--- src/rtl/usbsrr_pkg.sv ---
// ----------------------------------------------------------------------------
// usbsrr_pkg
// Request keys, response codes and the result record of the standard
// request responder.
// ----------------------------------------------------------------------------
package usbsrr_pkg;

	// Request keys: {bRequest, bmRequestType}
	localparam logic [15:0] KEY_SET_ADDRESS     = 16'h0500;
	localparam logic [15:0] KEY_SET_CONFIG      = 16'h0900;
	localparam logic [15:0] KEY_GET_CONFIG      = 16'h0880;
	localparam logic [15:0] KEY_GET_STATUS_DEV  = 16'h0080;
	localparam logic [15:0] KEY_GET_STATUS_EP   = 16'h0082;
	localparam logic [15:0] KEY_SET_FEATURE_EP  = 16'h0302;
	localparam logic [15:0] KEY_CLEAR_FEATURE   = 16'h0102;
	localparam logic [15:0] KEY_GET_DESC_DEV    = 16'h0680;
	localparam logic [15:0] KEY_GET_DESC_IF     = 16'h0681;
	localparam logic [15:0] KEY_SET_INTERFACE   = 16'h0B01;
	localparam logic [15:0] KEY_GET_INTERFACE   = 16'h0A81;

	// Endpoint number field of wIndex
	localparam logic [6:0]  EP_NUM_MASK         = 7'h7F;

	// Response codes
	localparam logic [1:0]  RESP_STALL          = 2'd0;
	localparam logic [1:0]  RESP_ACK            = 2'd1;
	localparam logic [1:0]  RESP_DATA           = 2'd2;
	localparam logic [1:0]  RESP_DESC           = 2'd3;

	// Reply byte counts
	localparam logic [1:0]  LEN_NONE            = 2'd0;
	localparam logic [1:0]  LEN_ONE             = 2'd1;
	localparam logic [1:0]  LEN_TWO             = 2'd2;

	// One result record
	typedef struct packed {
		logic [1:0]  response;
		logic [1:0]  reply_length;
		logic [7:0]  reply_first;
		logic [7:0]  reply_second;
		logic        address_load;
		logic [6:0]  device_address;
		logic        config_reset;
		logic [15:0] descriptor_select;
		logic [15:0] descriptor_language;
		logic [15:0] descriptor_limit;
	} result_t;

endpackage

--- src/rtl/usb_standard_request_responder.sv ---
// ----------------------------------------------------------------------------
// usb_standard_request_responder
// Decodes one USB setup packet per request and answers the standard
// requests, keeping configuration, alternate setting and endpoint halts.
// ----------------------------------------------------------------------------
//
//  Channel   Handshake              Payload
//  --------  ---------------------  ------------------------------------------
//  input     in_valid / in_ready    request_type, request_code, request_value,
//                                   request_index, request_length
//  output    out_valid / out_ready  response, reply_length, reply_first,
//                                   reply_second, address_load, device_address,
//                                   config_reset, descriptor_select,
//                                   descriptor_language, descriptor_limit
//
// One request per cycle sustained while out_ready stays high. An accepted request
// sits in the input register; the decode and state update load the result
// register when it is free or drains, and out_valid rises with that load.
// in_ready follows out_ready when both stages are full.
// arst_n clears both valid flags, the configuration, the alternate setting
// and all halt bits.
// ----------------------------------------------------------------------------
module usb_standard_request_responder
	import usbsrr_pkg::*;
#(
	parameter int ENDPOINT_COUNT  = 8,
	parameter int INTERFACE_COUNT = 2
) (
	input  logic        clk,
	input  logic        arst_n,

	input  logic        in_valid,
	output logic        in_ready,
	input  logic [7:0]  request_type,
	input  logic [7:0]  request_code,
	input  logic [15:0] request_value,
	input  logic [15:0] request_index,
	input  logic [15:0] request_length,

	output logic        out_valid,
	input  logic        out_ready,
	output logic [1:0]  response,
	output logic [1:0]  reply_length,
	output logic [7:0]  reply_first,
	output logic [7:0]  reply_second,
	output logic        address_load,
	output logic [6:0]  device_address,
	output logic        config_reset,
	output logic [15:0] descriptor_select,
	output logic [15:0] descriptor_language,
	output logic [15:0] descriptor_limit
);

	localparam int EP_IDX_W = $clog2(ENDPOINT_COUNT);

	// Input stage
	logic        valid_s1;
	logic [7:0]  type_s1;
	logic [7:0]  code_s1;
	logic [15:0] value_s1;
	logic [15:0] index_s1;
	logic [15:0] length_s1;

	// Device state
	logic [7:0]                config_q;
	logic [7:0]                alt_q;
	logic [ENDPOINT_COUNT-1:0] in_halt_q;
	logic [ENDPOINT_COUNT-1:0] out_halt_q;

	// Result register
	logic    out_valid_q;
	result_t result_q;

	// Decode signals
	logic                      advance;
	logic [15:0]               key;
	logic [6:0]                ep;
	logic [EP_IDX_W-1:0]       ep_idx;
	logic                      ep_in;
	logic                      ep_ok;
	logic                      if_ok;
	logic                      halt_bit;
	result_t                   result_d;
	logic [7:0]                config_d;
	logic [7:0]                alt_d;
	logic [ENDPOINT_COUNT-1:0] in_halt_d;
	logic [ENDPOINT_COUNT-1:0] out_halt_d;

	// Move a request into the result register when it is free or drains
	assign advance  = valid_s1 && (!out_valid_q || out_ready);
	assign in_ready = !valid_s1 || advance;

	// Hold the accepted request
	always_ff @(posedge clk or negedge arst_n) begin
		if (!arst_n) begin
			valid_s1 <= 1'b0;
		end else if (in_ready) begin
			valid_s1 <= in_valid;
		end
	end

	always_ff @(posedge clk) begin
		if (in_valid && in_ready) begin
			type_s1   <= request_type;
			code_s1   <= request_code;
			value_s1  <= request_value;
			index_s1  <= request_index;
			length_s1 <= request_length;
		end
	end

	// Split the endpoint address out of wIndex
	assign key      = {code_s1, type_s1};
	assign ep       = index_s1[6:0] & EP_NUM_MASK;
	assign ep_idx   = ep[EP_IDX_W-1:0];
	assign ep_in    = index_s1[7];
	assign ep_ok    = ep < 7'(ENDPOINT_COUNT);
	assign if_ok    = index_s1 < 16'(INTERFACE_COUNT);
	assign halt_bit = ep_in ? in_halt_q[ep_idx] : out_halt_q[ep_idx];

	// Decode the request and work out the next device state
	always_comb begin
		result_d   = '0;
		config_d   = config_q;
		alt_d      = alt_q;
		in_halt_d  = in_halt_q;
		out_halt_d = out_halt_q;
		unique case (key) inside
			KEY_SET_ADDRESS: begin
				result_d.response       = RESP_ACK;
				result_d.address_load   = 1'b1;
				result_d.device_address = value_s1[6:0];
			end
			KEY_SET_CONFIG: begin
				config_d              = value_s1[7:0];
				in_halt_d             = in_halt_q & ENDPOINT_COUNT'(1);
				out_halt_d            = out_halt_q & ENDPOINT_COUNT'(1);
				result_d.response     = RESP_ACK;
				result_d.config_reset = 1'b1;
			end
			KEY_GET_CONFIG: begin
				result_d.response     = RESP_DATA;
				result_d.reply_length = LEN_ONE;
				result_d.reply_first  = config_q;
			end
			KEY_GET_STATUS_DEV: begin
				result_d.response     = RESP_DATA;
				result_d.reply_length = LEN_TWO;
			end
			KEY_GET_STATUS_EP: begin
				if (ep_ok) begin
					result_d.response     = RESP_DATA;
					result_d.reply_length = LEN_TWO;
					result_d.reply_first  = {7'd0, halt_bit};
				end
			end
			KEY_SET_FEATURE_EP, KEY_CLEAR_FEATURE: begin
				if (ep_ok) begin
					if (ep_in) begin
						in_halt_d[ep_idx] = (key == KEY_SET_FEATURE_EP);
					end else begin
						out_halt_d[ep_idx] = (key == KEY_SET_FEATURE_EP);
					end
					result_d.response = RESP_ACK;
				end
			end
			KEY_GET_DESC_DEV, KEY_GET_DESC_IF: begin
				result_d.response            = RESP_DESC;
				result_d.descriptor_select   = value_s1;
				result_d.descriptor_language = index_s1;
				result_d.descriptor_limit    = length_s1;
			end
			KEY_SET_INTERFACE: begin
				if (if_ok) begin
					alt_d             = value_s1[7:0];
					result_d.response = RESP_ACK;
				end
			end
			KEY_GET_INTERFACE: begin
				result_d.response     = RESP_DATA;
				result_d.reply_length = LEN_ONE;
				result_d.reply_first  = alt_q;
			end
			default: begin
				// unknown request: stall, nothing changes
				result_d = '0;
			end
		endcase
	end

	// Advance device state with the decoded request
	always_ff @(posedge clk or negedge arst_n) begin
		if (!arst_n) begin
			config_q   <= '0;
			alt_q      <= '0;
			in_halt_q  <= '0;
			out_halt_q <= '0;
		end else if (advance) begin
			config_q   <= config_d;
			alt_q      <= alt_d;
			in_halt_q  <= in_halt_d;
			out_halt_q <= out_halt_d;
		end
	end

	// Hold the result until it is taken
	always_ff @(posedge clk or negedge arst_n) begin
		if (!arst_n) begin
			out_valid_q <= 1'b0;
		end else if (!out_valid_q || out_ready) begin
			out_valid_q <= valid_s1;
		end
	end

	always_ff @(posedge clk) begin
		if (advance) begin
			result_q <= result_d;
		end
	end

	// Drive the result ports
	assign out_valid           = out_valid_q;
	assign response            = result_q.response;
	assign reply_length        = result_q.reply_length;
	assign reply_first         = result_q.reply_first;
	assign reply_second        = result_q.reply_second;
	assign address_load        = result_q.address_load;
	assign device_address      = result_q.device_address;
	assign config_reset        = result_q.config_reset;
	assign descriptor_select   = result_q.descriptor_select;
	assign descriptor_language = result_q.descriptor_language;
	assign descriptor_limit    = result_q.descriptor_limit;

	// Input stalls only when both stages are full and the output is held
	assert property (@(posedge clk) disable iff (!arst_n)
		!in_ready |-> (valid_s1 && out_valid_q && !out_ready))
		else $error("in_ready low without a full, stalled pipeline");

	// Set configuration clears every halt bit but endpoint zero's
	assert property (@(posedge clk) disable iff (!arst_n)
		(advance && key == KEY_SET_CONFIG) |=>
		((in_halt_q >> 1) == '0 && (out_halt_q >> 1) == '0))
		else $error("halt bits survived set configuration");

	// Only a data reply carries reply bytes
	assert property (@(posedge clk) disable iff (!arst_n)
		(out_valid && response != RESP_DATA) |->
		(reply_length == LEN_NONE && reply_first == 8'd0))
		else $error("reply bytes on a non-data response");

	// An address load always comes with a status ack
	assert property (@(posedge clk) disable iff (!arst_n)
		(out_valid && address_load) |-> (response == RESP_ACK && !config_reset))
		else $error("address load without a plain ack");

endmodule

--- config.mk ---
export PLATFORM = sky130hd
export DESIGN_NAME = usb_standard_request_responder
export DESIGN_NICKNAME = d
export VERILOG_FILES = /design/src/rtl/usbsrr_pkg.sv /design/src/rtl/usb_standard_request_responder.sv
export SDC_FILE = /design/constraint.sdc
export NUM_CORES = 1
export LEC_CHECK = 0
export BUFFER_PORTS_ARGS = -buffer_cell sky130_fd_sc_hd__buf_2
export CAP_MARGIN = 5
export CORE_MARGIN = 10
export CORE_UTILIZATION = 29
export CTS_BUF_LIST = sky130_fd_sc_hd__clkbuf_4
export DETAILED_ROUTE_END_ITERATION = 8
export GPL_ROUTABILITY_DRIVEN = 0
export PLACE_DENSITY_LB_ADDON = 0.08
export REMOVE_ABC_BUFFERS = 1
export SYNTH_ARGS = -nofsm -noshare
export SYNTH_HDL_FRONTEND = slang
export SYNTH_SLANG_ARGS = --single-unit
--- constraint.sdc ---
create_clock -name clk -period 9.75 [get_ports clk]
set_input_delay 0.975 -clock clk [delete_from_list [all_inputs] [get_ports clk]]
set_output_delay 0.975 -clock clk [all_outputs]
set_load 0.02 [all_outputs]
==> flow_summary.toml <==
[status]
outcome = "completed"

[floorplan]
io_pins = 147
core_region_area_sq_um = 21800
die_width_microns = 169
fp.dieH_microns = 169
row_count = 54
die_area_sq_um = 28600
start_util_pct = 29.5

[logic_synthesis]
seq_area_frac_synth_pct = 75.2
yosysWarnings = 0
synthCells = 399
syn_area_sq_um = 6440
synth.avg_cell_area_sq_um = 16.2
synth.distinct_cells = 42
synth-edff-count = 133
ys_ff_latch = 167
ys_async_sr_fraction_pct = 20.4
postSynth.topFlopCell = "edfxtp_1"

[global_route]
grt_pass1_wl_mm = 23.1
grt_max_degree = 73
first_global_vias = 3946
antenna_found_initial = 1
overflow = 0
track_usage_pct = 10.5

[finish]
fin_area_sq_um = 7720
drive_gt1_share_pct = 36.2
layout_common_cells = "buf_2, edfxtp_1, and2_1"
final_nets = 607
layout_commonest_cell = "buf_2"
area_delta_synth_final_pct = 19.8
final_util_pct = 35.4
fillers = 2110

[sta]
max_slew_margin_pct = 33.9
finalSetupTns_ps = 0
final-setup-viol-count = 0
period_share_pct = 30.0
period_minus_slack_ps = 2930
final_hold_viol_count = 0
tightest_slew_ps = 992
slew_viol_final = 0
rsz0062_at_grt = "no"
fin_ws_ps = 6820
fin_skew_ps = 26.5
fmax_ghz = 0.342
whs_ps = 497

[critical_path]
crit_path_cell_trace = "nor4_1, nand4_1, or4_1, o21ai_0"
rrSetupSlack_ps = 6820
startpoint_type = "register"
cp_slowest_stage_delay_ps = 880
rr_startpoint = "code_s1[5]"
worstSetupEndpointType = "register"
cpMaxStageDelayCell = "or4_1"
cp_max_fo = 17
critPathCapture = "out_halt_q[7]"
reg2reg_to = "out_halt_q[7]"
arrival_ps = 3380
cp.required_ps = 10210
rr_worst_depth = 4
cp-startpoint = "code_s1[5]"
critical_path_class = "register to register"

[routing]
post_drt_wl_per_cell_microns = 18.0
via_per_inst = 4.49
drtPass1Iterations = 6
drc = 0
postRouteAntennaNets = 0
drt-total-wl_mm = 15.0
drtIter0Drc = 217
num_vias = 3739

[power]
leakage_nw = 3.17
ir_drop_mv = 0.0834
p_per_area_nw_per_um2 = 178

[place]
portBuffers = 138
dp_hpwl_mm = 10.2
placed_area_sq_um = 7400
dp_slack_ps = 6380

[clock_network]
cts_htree_levels = 4
cts.clk_slew.worst_paths_ps = 150
cts_hold_buffers = 0
cts.sinks = 167
cts_tree = "done"
clk_latency_ps = 540
root_buffer = "clkbuf_4"
post_cts_buffers = 0
numCtsBuffers = 17
post_cts_resized = 0
cts_buffer_depth = 2

[job]
cap_violations = 0

[worst_hold_path]
hp-class = "input port to asynchronous set/reset pin"
[worst max-delay path: cells and delay by family, from the launching register on]
| kind | cells | cell delay (ps) |
|---|---|---|
| AOI/OAI and AO/OA | 1 | 270 |
| and+or+nand+nor | 3 | 2200 |
| DFF | 1 | 380 |
[report_power, final]
group / internal (W) / total (W) / switching [W]
registers: 0.000810 / 0.000827 / 0.0000168
logic: 0.0000264 / 0.0000909 / 0.0000645
clock network: 0.000213 / 0.000454 / 0.000240
[through the flow]
stage | cells | total power (W)
floorplan | 382 | 0.000888
global placement | 800 | 0.000937
detailed placement | 800 | 0.000938
CTS | 832 | 0.00140
global route | 833 | 0.00144
finish | 833 | 0.00137
[routing by layer]
layer | GRT usage (%) | vias to the layer above | part of all wire [%]
li1 | - | 1764 | -
met1 | 13.0 | 1837 | 43
met2 | 16.7 | 126 | 48
met3 | 4.05 | 12 | 7.6
met4 | 2.96 | 0 | 1.0
met5 | 0 | - | 0
[logic make-up (layout without fill, tap and decap cells)]
family,Yosys count,in the layout,synth area share [%]
AOI/OAI and AO/OA,56,56,5.46
buffers and inverters,31,177,2.29
DFF,167,167,75.2
muxes,24,24,5.13
other,1,9,0.0582
and+or+nand+nor,120,120,11.9
[how the worst min path moves through the flow]
stage / to / slack (ps) / start
3_5_place_dp: config_q[3] / 500 / config_q[3]
2_1_floorplan: out_halt_q[6] / 470 / out_halt_q[6]
3_3_place_gp: out_halt_q[1] / 480 / out_halt_q[1]
6_report: out_halt_q[7] / 500 / arst_n
4_1_cts: alt_q[2] / 490 / arst_n
5_1_grt: length_s1[1] / 500 / request_length[1]
[registers in the layout, summed over array words and instances (netlist names), 16 cells and up]
name,count
length_s1,16
descriptor_select,16
descriptor_limit,16
value_s1,16
index_s1,16
descriptor_language,16
[Yosys cell counts (4+ instances only)]
| library cell | count | share of area [%] |
|---|---|---|
| a211oi_1 | 12 | 1.4 |
| nand2b_1 | 4 | 0.39 |
| clkbuf_1 | 15 | 0.87 |
| o21ai_0 | 30 | 2.3 |
| mux2_4 | 8 | 1.9 |
| nand2_1 | 5 | 0.29 |
| a22o_1 | 7 | 0.95 |
| nor2b_1 | 5 | 0.49 |
| edfxtp_1 | 133 | 62 |
| nand3_1 | 4 | 0.31 |
| nand3b_1 | 4 | 0.47 |
| buf_4 | 8 | 0.93 |
| and2_1 | 60 | 5.8 |
| nand4_1 | 4 | 0.39 |
| dfrtp_1 | 34 | 13 |
| nor2_1 | 8 | 0.47 |
| mux2_2 | 10 | 1.7 |
| inv_1 | 6 | 0.35 |
[area by class of cell]
cell class | count | area, sq um | share of cell area (%)
antenna | 1 | 2.50 | 0.0324
clock buffer | 20 | 150 | 1.94
clock inverter | 12 | 173 | 2.24
inverter | 7 | 26.3 | 0.340
multi-input combinational | 208 | 1480 | 19.2
sequential | 167 | 4840 | 62.7
tap | 280 | 350 | 4.54
timing repair buffer | 138 | 691 | 8.95
Note: power is estimated with default switching activity, not from simulation.
